<file path="config.mk">
export PLATFORM = sky130hd
export DESIGN_NAME = der_time_to_epoch_flat
export DESIGN_NICKNAME = d
export VERILOG_FILES = /design/src/design/dtte_pkg.sv /design/src/design/dtte_if.sv /design/src/design/dtte_front.sv /design/src/design/dtte_queue.sv /design/src/design/dtte_back.sv /design/src/design/der_time_to_epoch.sv /design/src/flat_wrapper.sv
export SDC_FILE = /design/constraint.sdc
export NUM_CORES = 1
export LEC_CHECK = 0
export ABC_CLOCK_PERIOD_IN_PS = 8300
export BUFFER_PORTS_ARGS = -buffer_cell sky130_fd_sc_hd__buf_2
export CAP_MARGIN = 20
export CORE_MARGIN = 3
export CORE_UTILIZATION = 60
export CTS_CLUSTER_DIAMETER = 50
export DETAILED_ROUTE_END_ITERATION = 10
export PLACE_DENSITY = 0.77
export SYNTH_ARGS = -nofsm -noshare
export SYNTH_HDL_FRONTEND = slang
export SYNTH_HIERARCHICAL = 1
export SYNTH_SLANG_ARGS = --single-unit
</file>
<file path="constraint.sdc">
create_clock -name clk_i -period 8.3 [get_ports clk_i]
set_clock_uncertainty 0.1 [all_clocks]
set_input_delay 1.66 -clock clk_i [delete_from_list [all_inputs] [get_ports clk_i]]
set_output_delay 1.66 -clock clk_i [all_outputs]
set_load 0.01 [all_outputs]
</file>
<file path="src/design/dtte_pkg.sv">
`default_nettype none

package dtte_pkg;

  // Result status codes.
  typedef enum logic [2:0] {
    ST_OK       = 3'd0,
    ST_LEN_FORM = 3'd1,
    ST_TAG      = 3'd2,
    ST_BODY_LEN = 3'd3,
    ST_TRUNC    = 3'd4,
    ST_DIGIT    = 3'd5,
    ST_RANGE    = 3'd6
  } status_e;

  // Parser phases of the front end.
  typedef enum logic [2:0] {
    PH_TAG  = 3'd0,
    PH_LEN1 = 3'd1,
    PH_LENN = 3'd2,
    PH_BODY = 3'd3,
    PH_DROP = 3'd4
  } phase_e;

  // Sequencer states of the date arithmetic.
  typedef enum logic [2:0] {
    BK_IDLE = 3'd0,
    BK_QUO  = 3'd1,
    BK_BASE = 3'd2,
    BK_DAYS = 3'd3,
    BK_MUL  = 3'd4,
    BK_OUT  = 3'd5
  } bk_state_e;

  localparam logic [7:0]  TAG_UTC      = 8'h17;
  localparam logic [7:0]  TAG_GEN      = 8'h18;
  localparam logic [7:0]  CHAR_ZERO    = 8'h30;
  localparam logic [7:0]  CHAR_NINE    = 8'h39;
  localparam logic [7:0]  CHAR_Z       = 8'h5A;
  localparam logic [31:0] LEN_MIN_LONG = 32'h0000_0080;
  localparam logic [31:0] LEN_MAX      = 32'h00FF_FFFF;
  localparam logic [31:0] BODY_LEN_UTC = 32'd13;
  localparam logic [31:0] BODY_LEN_GEN = 32'd15;
  localparam logic [13:0] UTC_PIVOT    = 14'd50;
  // floor(y / 100) = (y * 5243) >> 19, exact for y below 2^14.
  localparam logic [26:0] RECIP_100    = 27'd5243;
  localparam int          RECIP_SHIFT  = 19;
  // One era of 146097 days plus the 719468 days from 0000-03-01 to 1970-01-01.
  localparam logic [23:0] DAYS_OFFSET  = 24'd865565;
  localparam logic signed [17:0] SECS_PER_DAY = 18'sd86400;

  // One parsed element handed from the front end to the arithmetic.
  typedef struct packed {
    status_e     code;
    logic        gen;
    logic [13:0] year;
    logic [6:0]  month;
    logic [6:0]  day;
    logic [6:0]  hour;
    logic [6:0]  minute;
    logic [6:0]  second;
  } rec_t;

  // Day of the year counted from 1 March for the first day of a month.
  function automatic logic [8:0] march_doy(input logic [3:0] month);
    logic [8:0] r;
    case (month)
      4'd3:    r = 9'd0;
      4'd4:    r = 9'd31;
      4'd5:    r = 9'd61;
      4'd6:    r = 9'd92;
      4'd7:    r = 9'd122;
      4'd8:    r = 9'd153;
      4'd9:    r = 9'd184;
      4'd10:   r = 9'd214;
      4'd11:   r = 9'd245;
      4'd12:   r = 9'd275;
      4'd1:    r = 9'd306;
      4'd2:    r = 9'd337;
      default: r = 9'd0;
    endcase
    return r;
  endfunction

endpackage

`default_nettype wire

</file>
<file path="src/design/dtte_if.sv">
`default_nettype none

// Byte stream into the block.
interface dtte_byte_if;
  logic       valid;
  logic       ready;
  logic [7:0] data_byte;
  logic       buffer_end;

  modport source (output valid, output data_byte, output buffer_end, input ready);
  modport sink (input valid, input data_byte, input buffer_end, output ready);
endinterface

// Decoded time results out of the block.
interface dtte_time_if;
  logic               valid;
  logic               ready;
  logic [2:0]         status;
  logic signed [38:0] unix_secs;
  logic               is_generalized;

  modport source (output valid, output status, output unix_secs,
                  output is_generalized, input ready);
  modport sink (input valid, input status, input unix_secs,
                input is_generalized, output ready);
endinterface

`default_nettype wire

</file>
<file path="src/design/dtte_front.sv">
`default_nettype none

module dtte_front
  import dtte_pkg::*;
(
  input  wire logic     clk_i,
  input  wire logic     rst_ni,
  dtte_byte_if.sink     in_i,
  output logic          push_valid_o,
  input  wire logic     push_ready_i,
  output rec_t          push_rec_o
);

  phase_e      phase_q, phase_d;
  logic        gen_q, gen_d;
  logic [2:0]  lbl_q, lbl_d;
  logic [31:0] lv_q, lv_d;
  logic [3:0]  bi_q, bi_d;
  logic [3:0]  pd_q, pd_d;
  logic [13:0] year_q, year_d;
  logic [6:0]  month_q, month_d;
  logic [6:0]  day_q, day_d;
  logic [6:0]  hour_q, hour_d;
  logic [6:0]  minute_q, minute_d;
  logic [6:0]  second_q, second_d;
  logic        de_q, de_d;

  logic        accept;
  logic        emit;
  status_e     emit_code;
  logic [7:0]  b;
  logic        be;
  logic        is_digit;
  logic [3:0]  digit;
  logic [3:0]  ystart;
  logic [3:0]  k;
  logic [6:0]  pair_val;
  logic [13:0] year_next;
  logic [31:0] lv_next;
  logic        last_byte;
  logic        range_bad;

  assign b         = in_i.data_byte;
  assign be        = in_i.buffer_end;
  assign accept    = in_i.valid && in_i.ready;
  assign is_digit  = (b >= CHAR_ZERO) && (b <= CHAR_NINE);
  assign digit     = is_digit ? 4'(b - CHAR_ZERO) : 4'd0;
  assign ystart    = gen_q ? 4'd4 : 4'd2;
  assign k         = bi_q - ystart;
  assign pair_val  = 7'(7'(pd_q) * 7'd10 + 7'(digit));
  assign year_next = 14'(year_q * 14'd10 + 14'(digit));
  assign lv_next   = {lv_q[23:0], b};
  assign last_byte = bi_q >= (gen_q ? 4'd14 : 4'd12);
  assign range_bad = (month_q < 7'd1) || (month_q > 7'd12) ||
                     (day_q < 7'd1) || (day_q > 7'd31) ||
                     (hour_q > 7'd23) || (minute_q > 7'd59) || (second_q > 7'd60);

  // Next-state logic: parse one byte, decide whether it closes an element.
  always_comb begin
    logic        err;
    status_e     err_code;
    logic        sb_go;
    logic [31:0] sb_len;
    logic        ok_done;
    err      = 1'b0;
    err_code = ST_OK;
    sb_go    = 1'b0;
    sb_len   = '0;
    ok_done  = 1'b0;
    phase_d  = phase_q;
    gen_d    = gen_q;
    lbl_d    = lbl_q;
    lv_d     = lv_q;
    bi_d     = bi_q;
    pd_d     = pd_q;
    year_d   = year_q;
    month_d  = month_q;
    day_d    = day_q;
    hour_d   = hour_q;
    minute_d = minute_q;
    second_d = second_q;
    de_d     = de_q;

    unique case (phase_q)
      PH_TAG: begin
        if (b == TAG_UTC || b == TAG_GEN) begin
          gen_d   = (b == TAG_GEN);
          phase_d = PH_LEN1;
          if (be) begin
            err      = 1'b1;
            err_code = ST_TRUNC;
          end
        end else begin
          gen_d    = 1'b0;
          err      = 1'b1;
          err_code = ST_TAG;
        end
      end
      PH_LEN1: begin
        if (b[7]) begin
          if (b[6:0] == 7'd0 || b[6:0] > 7'd4) begin
            err      = 1'b1;
            err_code = ST_LEN_FORM;
          end else begin
            lbl_d   = b[2:0];
            lv_d    = '0;
            phase_d = PH_LENN;
            if (be) begin
              err      = 1'b1;
              err_code = ST_TRUNC;
            end
          end
        end else begin
          lv_d   = {24'd0, b};
          sb_go  = 1'b1;
          sb_len = {24'd0, b};
        end
      end
      PH_LENN: begin
        if (lv_q == 32'd0 && b == 8'd0) begin
          err      = 1'b1;
          err_code = ST_LEN_FORM;
        end else begin
          lv_d  = lv_next;
          lbl_d = lbl_q - 3'd1;
          if (lbl_d != 3'd0) begin
            if (be) begin
              err      = 1'b1;
              err_code = ST_TRUNC;
            end
          end else if (lv_next > LEN_MAX || lv_next < LEN_MIN_LONG) begin
            err      = 1'b1;
            err_code = ST_LEN_FORM;
          end else begin
            sb_go  = 1'b1;
            sb_len = lv_next;
          end
        end
      end
      PH_BODY: begin
        if (last_byte) begin
          if (de_q || b != CHAR_Z) begin
            err      = 1'b1;
            err_code = ST_DIGIT;
          end else if (range_bad) begin
            err      = 1'b1;
            err_code = ST_RANGE;
          end else begin
            ok_done = 1'b1;
          end
        end else begin
          if (!is_digit) begin
            de_d = 1'b1;
          end
          if (bi_q < ystart) begin
            year_d = year_next;
          end else if (!k[0]) begin
            pd_d = digit;
          end else begin
            case (k[3:1])
              3'd0:    month_d  = pair_val;
              3'd1:    day_d    = pair_val;
              3'd2:    hour_d   = pair_val;
              3'd3:    minute_d = pair_val;
              default: second_d = pair_val;
            endcase
          end
          bi_d = bi_q + 4'd1;
          if (be) begin
            err      = 1'b1;
            err_code = ST_TRUNC;
          end
        end
      end
      PH_DROP: begin
        if (be) begin
          phase_d = PH_TAG;
        end
      end
      default: begin
        phase_d = PH_TAG;
      end
    endcase

    // The length is known: check it against the element type and open the body.
    if (sb_go) begin
      if (sb_len != (gen_q ? BODY_LEN_GEN : BODY_LEN_UTC)) begin
        err      = 1'b1;
        err_code = ST_BODY_LEN;
      end else begin
        phase_d = PH_BODY;
        bi_d    = '0;
        de_d    = 1'b0;
        pd_d    = '0;
        year_d  = '0;
        if (be) begin
          err      = 1'b1;
          err_code = ST_TRUNC;
        end
      end
    end

    emit      = err || ok_done;
    emit_code = err ? err_code : ST_OK;
    if (err) begin
      phase_d = be ? PH_TAG : PH_DROP;
    end else if (ok_done) begin
      phase_d = PH_TAG;
    end
  end

  // Output logic: the queue must have room before any byte is taken.
  always_comb begin
    in_i.ready        = push_ready_i;
    push_valid_o      = in_i.valid && emit;
    push_rec_o.code   = emit_code;
    push_rec_o.gen    = gen_d;
    push_rec_o.year   = year_q;
    push_rec_o.month  = month_q;
    push_rec_o.day    = day_q;
    push_rec_o.hour   = hour_q;
    push_rec_o.minute = minute_q;
    push_rec_o.second = second_q;
  end

  always_ff @(posedge clk_i or negedge rst_ni) begin
    if (!rst_ni) begin
      phase_q  <= PH_TAG;
      gen_q    <= 1'b0;
      lbl_q    <= '0;
      lv_q     <= '0;
      bi_q     <= '0;
      pd_q     <= '0;
      year_q   <= '0;
      month_q  <= '0;
      day_q    <= '0;
      hour_q   <= '0;
      minute_q <= '0;
      second_q <= '0;
      de_q     <= 1'b0;
    end else if (accept) begin
      phase_q  <= phase_d;
      gen_q    <= gen_d;
      lbl_q    <= lbl_d;
      lv_q     <= lv_d;
      bi_q     <= bi_d;
      pd_q     <= pd_d;
      year_q   <= year_d;
      month_q  <= month_d;
      day_q    <= day_d;
      hour_q   <= hour_d;
      minute_q <= minute_d;
      second_q <= second_d;
      de_q     <= de_d;
    end
  end

endmodule

`default_nettype wire

</file>
<file path="src/design/dtte_queue.sv">
`default_nettype none

module dtte_queue
  import dtte_pkg::*;
#(
  parameter int Depth = 2
) (
  input  wire logic clk_i,
  input  wire logic rst_ni,
  input  wire logic push_valid_i,
  output logic      push_ready_o,
  input  wire rec_t push_rec_i,
  output logic      pop_valid_o,
  input  wire logic pop_ready_i,
  output rec_t      pop_rec_o
);

  localparam int PtrW = (Depth > 1) ? $clog2(Depth) : 1;
  localparam int CntW = $clog2(Depth + 1);

  rec_t            mem_q [Depth];
  logic [PtrW-1:0] wr_ptr_q, wr_ptr_d;
  logic [PtrW-1:0] rd_ptr_q, rd_ptr_d;
  logic [CntW-1:0] count_q, count_d;
  logic            do_push;
  logic            do_pop;

  assign push_ready_o = count_q != CntW'(Depth);
  assign pop_valid_o  = count_q != '0;
  assign pop_rec_o    = mem_q[rd_ptr_q];
  assign do_push      = push_valid_i && push_ready_o;
  assign do_pop       = pop_valid_o && pop_ready_i;

  always_comb begin
    wr_ptr_d = wr_ptr_q;
    rd_ptr_d = rd_ptr_q;
    count_d  = count_q;
    if (do_push) begin
      wr_ptr_d = (wr_ptr_q == PtrW'(Depth - 1)) ? '0 : wr_ptr_q + PtrW'(1);
    end
    if (do_pop) begin
      rd_ptr_d = (rd_ptr_q == PtrW'(Depth - 1)) ? '0 : rd_ptr_q + PtrW'(1);
    end
    if (do_push && !do_pop) begin
      count_d = count_q + CntW'(1);
    end else if (do_pop && !do_push) begin
      count_d = count_q - CntW'(1);
    end
  end

  always_ff @(posedge clk_i or negedge rst_ni) begin
    if (!rst_ni) begin
      wr_ptr_q <= '0;
      rd_ptr_q <= '0;
      count_q  <= '0;
    end else begin
      wr_ptr_q <= wr_ptr_d;
      rd_ptr_q <= rd_ptr_d;
      count_q  <= count_d;
    end
  end

  always_ff @(posedge clk_i) begin
    if (do_push) begin
      mem_q[wr_ptr_q] <= push_rec_i;
    end
  end

endmodule

`default_nettype wire

</file>
<file path="src/design/dtte_back.sv">
`default_nettype none

module dtte_back
  import dtte_pkg::*;
(
  input  wire logic   clk_i,
  input  wire logic   rst_ni,
  input  wire logic   pop_valid_i,
  output logic        pop_ready_o,
  input  wire rec_t   pop_rec_i,
  dtte_time_if.source out_o
);

  bk_state_e          state_q, state_d;
  status_e            code_q;
  logic               gen_q;
  logic [13:0]        y3_q, y3_d;
  logic [3:0]         month_q;
  logic [4:0]         day_q;
  logic [4:0]         hour_q;
  logic [5:0]         minute_q;
  logic [5:0]         second_q;
  logic [6:0]         q100_q;
  logic [8:0]         doy_q;
  logic [16:0]        tod_q;
  logic [21:0]        base_q;
  logic signed [23:0] days_q;
  logic signed [38:0] prod_q;
  logic               out_valid_q;
  logic [2:0]         out_status_q;
  logic signed [38:0] out_epoch_q;
  logic               out_gen_q;

  logic               take;
  logic               load_out;
  logic [13:0]        year_full;
  logic [26:0]        qprod;
  logic signed [41:0] prod_full;

  // Full year, then shifted by one era so that the January and February of
  // year zero stay non-negative.
  assign year_full = pop_rec_i.gen ? pop_rec_i.year :
                     (pop_rec_i.year < UTC_PIVOT) ? pop_rec_i.year + 14'd2000 :
                                                    pop_rec_i.year + 14'd1900;
  assign y3_d      = year_full + 14'd400 - ((pop_rec_i.month <= 7'd2) ? 14'd1 : 14'd0);
  assign qprod     = 27'(y3_q) * RECIP_100;
  assign prod_full = days_q * SECS_PER_DAY;

  // Next-state logic.
  always_comb begin
    state_d = state_q;
    unique case (state_q)
      BK_IDLE: begin
        if (pop_valid_i) begin
          state_d = (pop_rec_i.code == ST_OK) ? BK_QUO : BK_OUT;
        end
      end
      BK_QUO:  state_d = BK_BASE;
      BK_BASE: state_d = BK_DAYS;
      BK_DAYS: state_d = BK_MUL;
      BK_MUL:  state_d = BK_OUT;
      BK_OUT: begin
        if (!out_valid_q || out_o.ready) begin
          state_d = BK_IDLE;
        end
      end
      default: state_d = BK_IDLE;
    endcase
  end

  // Output logic.
  always_comb begin
    pop_ready_o          = state_q == BK_IDLE;
    take                 = pop_valid_i && pop_ready_o;
    load_out             = (state_q == BK_OUT) && (!out_valid_q || out_o.ready);
    out_o.valid          = out_valid_q;
    out_o.status         = out_status_q;
    out_o.unix_secs      = out_epoch_q;
    out_o.is_generalized = out_gen_q;
  end

  always_ff @(posedge clk_i or negedge rst_ni) begin
    if (!rst_ni) begin
      state_q     <= BK_IDLE;
      out_valid_q <= 1'b0;
    end else begin
      state_q <= state_d;
      if (load_out) begin
        out_valid_q <= 1'b1;
      end else if (out_o.ready) begin
        out_valid_q <= 1'b0;
      end
    end
  end

  always_ff @(posedge clk_i) begin
    if (take) begin
      code_q   <= pop_rec_i.code;
      gen_q    <= pop_rec_i.gen;
      y3_q     <= y3_d;
      month_q  <= pop_rec_i.month[3:0];
      day_q    <= pop_rec_i.day[4:0];
      hour_q   <= pop_rec_i.hour[4:0];
      minute_q <= pop_rec_i.minute[5:0];
      second_q <= pop_rec_i.second[5:0];
    end
    if (state_q == BK_QUO) begin
      q100_q <= qprod[RECIP_SHIFT+6:RECIP_SHIFT];
      doy_q  <= march_doy(month_q) + 9'(day_q) - 9'd1;
      tod_q  <= 17'(hour_q) * 17'd3600 + 17'(minute_q) * 17'd60 + 17'(second_q);
    end
    if (state_q == BK_BASE) begin
      base_q <= 22'(y3_q) * 22'd365 + 22'(y3_q[13:2]) + 22'(doy_q);
    end
    if (state_q == BK_DAYS) begin
      days_q <= {2'b00, base_q} - 24'(q100_q) + 24'(q100_q[6:2]) - DAYS_OFFSET;
    end
    if (state_q == BK_MUL) begin
      prod_q <= prod_full[38:0];
    end
    if (load_out) begin
      out_status_q <= code_q;
      out_gen_q    <= gen_q;
      out_epoch_q  <= (code_q == ST_OK) ? prod_q + 39'(tod_q) : '0;
    end
  end

endmodule

`default_nettype wire

</file>
<file path="src/design/der_time_to_epoch.sv">
// Path: the closing byte writes a record into the queue; the back end takes it
// in IDLE, steps through QUO, BASE, DAYS and MUL for a well-formed element, and
// loads the result register in OUT; an error goes from IDLE straight to OUT.
// Throughput: one byte per cycle while the element queue has room.
// Reset: rst_ni clears the parser phase, the queue pointers and the output valid
// at once; no clearing pass follows and bytes are taken as soon as it is released.
`default_nettype none

// DER UTCTime / GeneralizedTime element to signed Unix seconds.
//
// The front end walks the tag, the length bytes and the body one byte per
// cycle while the queue has room. It checks the tag, the canonical length
// form, the body length, the digits, the closing Z and the field ranges, and
// on the byte that closes an element (or on the first error) it writes one
// record into a short queue. After an error it drops bytes until buffer end.
//
// The back end pops one record at a time. For a good record it works out the
// day count from 1 March of year zero in steps: a reciprocal multiply for the
// century count, then the day base, the era correction, and finally the
// multiply by the seconds in a day. Errors skip the arithmetic and leave
// with zero seconds. The result waits in an output register, and the back end
// keeps working on the next record while it is held.
module der_time_to_epoch
  import dtte_pkg::*;
#(
  parameter int QueueDepth = 2
) (
  input  wire logic   clk_i,
  input  wire logic   rst_ni,
  dtte_byte_if.sink   in_i,
  dtte_time_if.source out_o
);

  logic push_valid;
  logic push_ready;
  rec_t push_rec;
  logic pop_valid;
  logic pop_ready;
  rec_t pop_rec;

  dtte_front u_front (
    .clk_i        (clk_i),
    .rst_ni       (rst_ni),
    .in_i         (in_i),
    .push_valid_o (push_valid),
    .push_ready_i (push_ready),
    .push_rec_o   (push_rec)
  );

  dtte_queue #(
    .Depth (QueueDepth)
  ) u_queue (
    .clk_i        (clk_i),
    .rst_ni       (rst_ni),
    .push_valid_i (push_valid),
    .push_ready_o (push_ready),
    .push_rec_i   (push_rec),
    .pop_valid_o  (pop_valid),
    .pop_ready_i  (pop_ready),
    .pop_rec_o    (pop_rec)
  );

  dtte_back u_back (
    .clk_i       (clk_i),
    .rst_ni      (rst_ni),
    .pop_valid_i (pop_valid),
    .pop_ready_o (pop_ready),
    .pop_rec_i   (pop_rec),
    .out_o       (out_o)
  );

endmodule

`default_nettype wire

</file>
<file path="src/flat_wrapper.sv">
// flat-port wrapper written by rule: the top's interface ports become plain ports
module der_time_to_epoch_flat import dtte_pkg::*;
#(
  parameter int QueueDepth = 2
)
  (clk_i, rst_ni, in_i_valid, in_i_data_byte, in_i_buffer_end, in_i_ready, out_o_valid, out_o_status, out_o_unix_secs, out_o_is_generalized, out_o_ready);
  dtte_byte_if in_i_i ();
  dtte_time_if out_o_i ();
  input  wire logic clk_i;
  input  wire logic rst_ni;
  input wire logic [$bits(in_i_i.valid)-1:0] in_i_valid;
  input wire logic [$bits(in_i_i.data_byte)-1:0] in_i_data_byte;
  input wire logic [$bits(in_i_i.buffer_end)-1:0] in_i_buffer_end;
  output wire logic [$bits(in_i_i.ready)-1:0] in_i_ready;
  output wire logic [$bits(out_o_i.valid)-1:0] out_o_valid;
  output wire logic [$bits(out_o_i.status)-1:0] out_o_status;
  output wire logic [$bits(out_o_i.unix_secs)-1:0] out_o_unix_secs;
  output wire logic [$bits(out_o_i.is_generalized)-1:0] out_o_is_generalized;
  input wire logic [$bits(out_o_i.ready)-1:0] out_o_ready;
  assign in_i_i.valid = in_i_valid;
  assign in_i_i.data_byte = in_i_data_byte;
  assign in_i_i.buffer_end = in_i_buffer_end;
  assign in_i_ready = in_i_i.ready;
  assign out_o_valid = out_o_i.valid;
  assign out_o_status = out_o_i.status;
  assign out_o_unix_secs = out_o_i.unix_secs;
  assign out_o_is_generalized = out_o_i.is_generalized;
  assign out_o_i.ready = out_o_ready;
  der_time_to_epoch #(.QueueDepth(QueueDepth)) u_core (.clk_i(clk_i), .rst_ni(rst_ni), .in_i(in_i_i), .out_o(out_o_i));
endmodule
</file>
==> results.toml <==
[clock_network]
ctsHoldBuffers = 0
cts_root_buf = "clkbuf_16"
clock-sinks = 406
numCtsBuffers = 48
post_cts_buffers = 0
ctsHtreeMaxLevel = 2
clkLatencyLatePin_ns = 0.57
clock_path_buffers = 3
path_clk_slew_ns = 0.06
cts.repair.resized = 0
cts_tree = "done"

[timing]
min_period_ns = 5.85
fmax_mhz = 171
timing.hold.ws_ns = 0.340
fin_crit_sh = 0.704
worst_pin_slew_ns = 1.02
finalMaxSlewViolations = 0
finalSetupViolCount = 0
max_slew_margin = 0.312
setup_tns_ns = 0
fin_ws_ns = 2.45
rsz0062_at_grt = "false"
hold_viol_final = 0

[drt]
drcViolationCount = 0
wirelength_um = 61800
wl_per_cell_um = 17.0
vias = 20170
routed_via_density = 5.55
first_iter_violations = 1192
antenna_left = 0
drtPass1Iterations = 5

[global_routing]
grt_pass1_vias = 21446
antenna_found_initial = 0
grt_max_degree = 55
grt-ovfl-total = 0
grt_use_total = 0.228
grt_pass1_wl_um = 105000

[layout]
synthToLayoutAreaGrowth_pct = 8.60
nets = 3552
diodes = 0
stdcell_area_um2 = 34200
layout-drive-gt1-share = 0.0923

[logic_synthesis]
netlist_instances = 2839
avgSynthCellArea_um2 = 11.1
syn_nets = 3474
synth_area_um2 = 31500
yosys_warnings = 6

[worst_setup_path]
criticalPathCategory = "register to register"
crit_fanout = 6
start_kind = "register"
worst_setup_path_end_kind = "register"
worstPathRequired_ns = 8.50
arrival_ns = 6.04

[floorplan]
start_util = 0.610
core_area_um2 = 51600
die_w_um = 235
io_pins = 58
die_area_um2 = 55300
die_h_um = 235
fp-row-count = 83

[min_path]
hp-class = "register to register"

[job]
drv_cap = 0

[place]
hpwl_um = 48900
gp_congestion = 0.909
dp_slack_ns = 2.48
port-buffer-count = 57
place_area_um2 = 32500

[outcome]
status = "complete, no violations"
registers in the layout, indices dropped and copies added, names as in the netlist, 6 cells and up, named ones only:
signal and cells:
u_core/u_queue/mem_q 94, u_core/u_back/out_o.unix_secs 39, u_core/u_back/prod_q 32, u_core/u_front/lv_q 32, u_core/u_back/days_q 24, u_core/u_back/base_q 22, u_core/u_back/tod_q 17, u_core/u_back/y3_q 14
u_core/u_front/year_q 14, u_core/u_back/doy_q 9, u_core/u_back/q100_q 7, u_core/u_front/day_q 7, u_core/u_front/hour_q 7, u_core/u_front/minute_q 7, u_core/u_front/month_q 7, u_core/u_front/second_q 7
u_core/u_back/minute_q 6, u_core/u_back/second_q 6
layout make-up:
class	count	area, um2
Clock buffer	69	1420
Clock inverter	21	234
Fill cell	3736	17400
Inverter	565	2120
Multi-Input combinational cell	1823	17600
Sequential cell	406	11600
Tap cell	680	851
Timing Repair Buffer	73	450
layer usage:
metal / vias to the layer above / global-route usage / share of wire
met4: 0 / 0.0684 / 0.028
met5: - / 0 / 0
met3: 141 / 0.0313 / 0.038
li1: 9771 / - / -
met1: 9844 / 0.286 / 0.42
met2: 414 / 0.411 / 0.51
final timing paths:
| check | from | endpoint | slack (ns) | depth (start not counted) |
|---|---|---|---|---|
| worst max-delay path | u_core/u_back/y3_q[5] | u_core/u_back/q100_q[6] | 2.45 | 19 |
| worst min-delay path | u_core/u_back/second_q[1] | u_core/u_back/tod_q[1] | 0.34 | 0 |
| worst max register to register | u_core/u_back/y3_q[5] | u_core/u_back/q100_q[6] | 2.45 | 19 |
| worst min register to register | u_core/u_back/second_q[1] | u_core/u_back/tod_q[1] | 0.34 | 0 |
| max in group asynchronous | rst_ni | u_core/u_queue/rd_ptr_q | 5.89 | 2 |
| min in group asynchronous | rst_ni | u_core/u_front/year_q[13] | 1.01 | 1 |
stage by stage:
| stage | util | instances |
|---|---|---|
| after floorplan | - | 2839 |
| after global placement | 0.629 | 3543 |
| after detailed placement | 0.629 | 3543 |
| after CTS | 0.661 | 3633 |
| after global routing | 0.663 | 3637 |
| final | 0.663 | 3637 |
cells in the final DEF (no fill, tap or decap), types with 10 or more instances in the layout:
cell type and instances:
a211oi_1 11, a21o_1 32, a21oi_1 98, a22o_1 28, a31oi_1 13, and2_1 27, and3_1 15, buf_2 56
buf_4 13, clkbuf_1 12, clkbuf_16 52, dfrtp_1 104, edfxtp_1 292, fa_1 205, ha_1 417, inv_1 563
mux2_2 34, mux2_4 43, mux2i_1 14, nand2_1 110, nand2b_1 28, nand3_1 35, nand3b_1 10, nand4_1 20
nor2_1 111, nor2b_1 23, nor3_1 37, nor4_1 21, o211ai_1 16, o21a_1 13, o21ai_0 107, o21bai_1 19
o22ai_1 10, or3_1 14, xnor2_1 134, xor2_1 67
worst max-delay path: stages (launching register included):
cell and delay, ns:
edfxtp_1 0.52, ha_1 0.41, inv_1 0.13, fa_1 0.53, inv_1 0.06, fa_1 0.47, ha_1 0.30, inv_1 0.05
fa_1 0.53, inv_1 0.05, ha_1 0.20, or4_1 0.51, a21oi_1 0.12, o21ai_0 0.12, a221oi_1 0.34, nor2_1 0.15
o31ai_1 0.38, a211o_1 0.27, mux2i_1 0.21, nand4_1 0.11
Power is left out: the tool's default activity adds up to more than one toggle a clock period on the data nets, which glitch-free logic cannot reach.
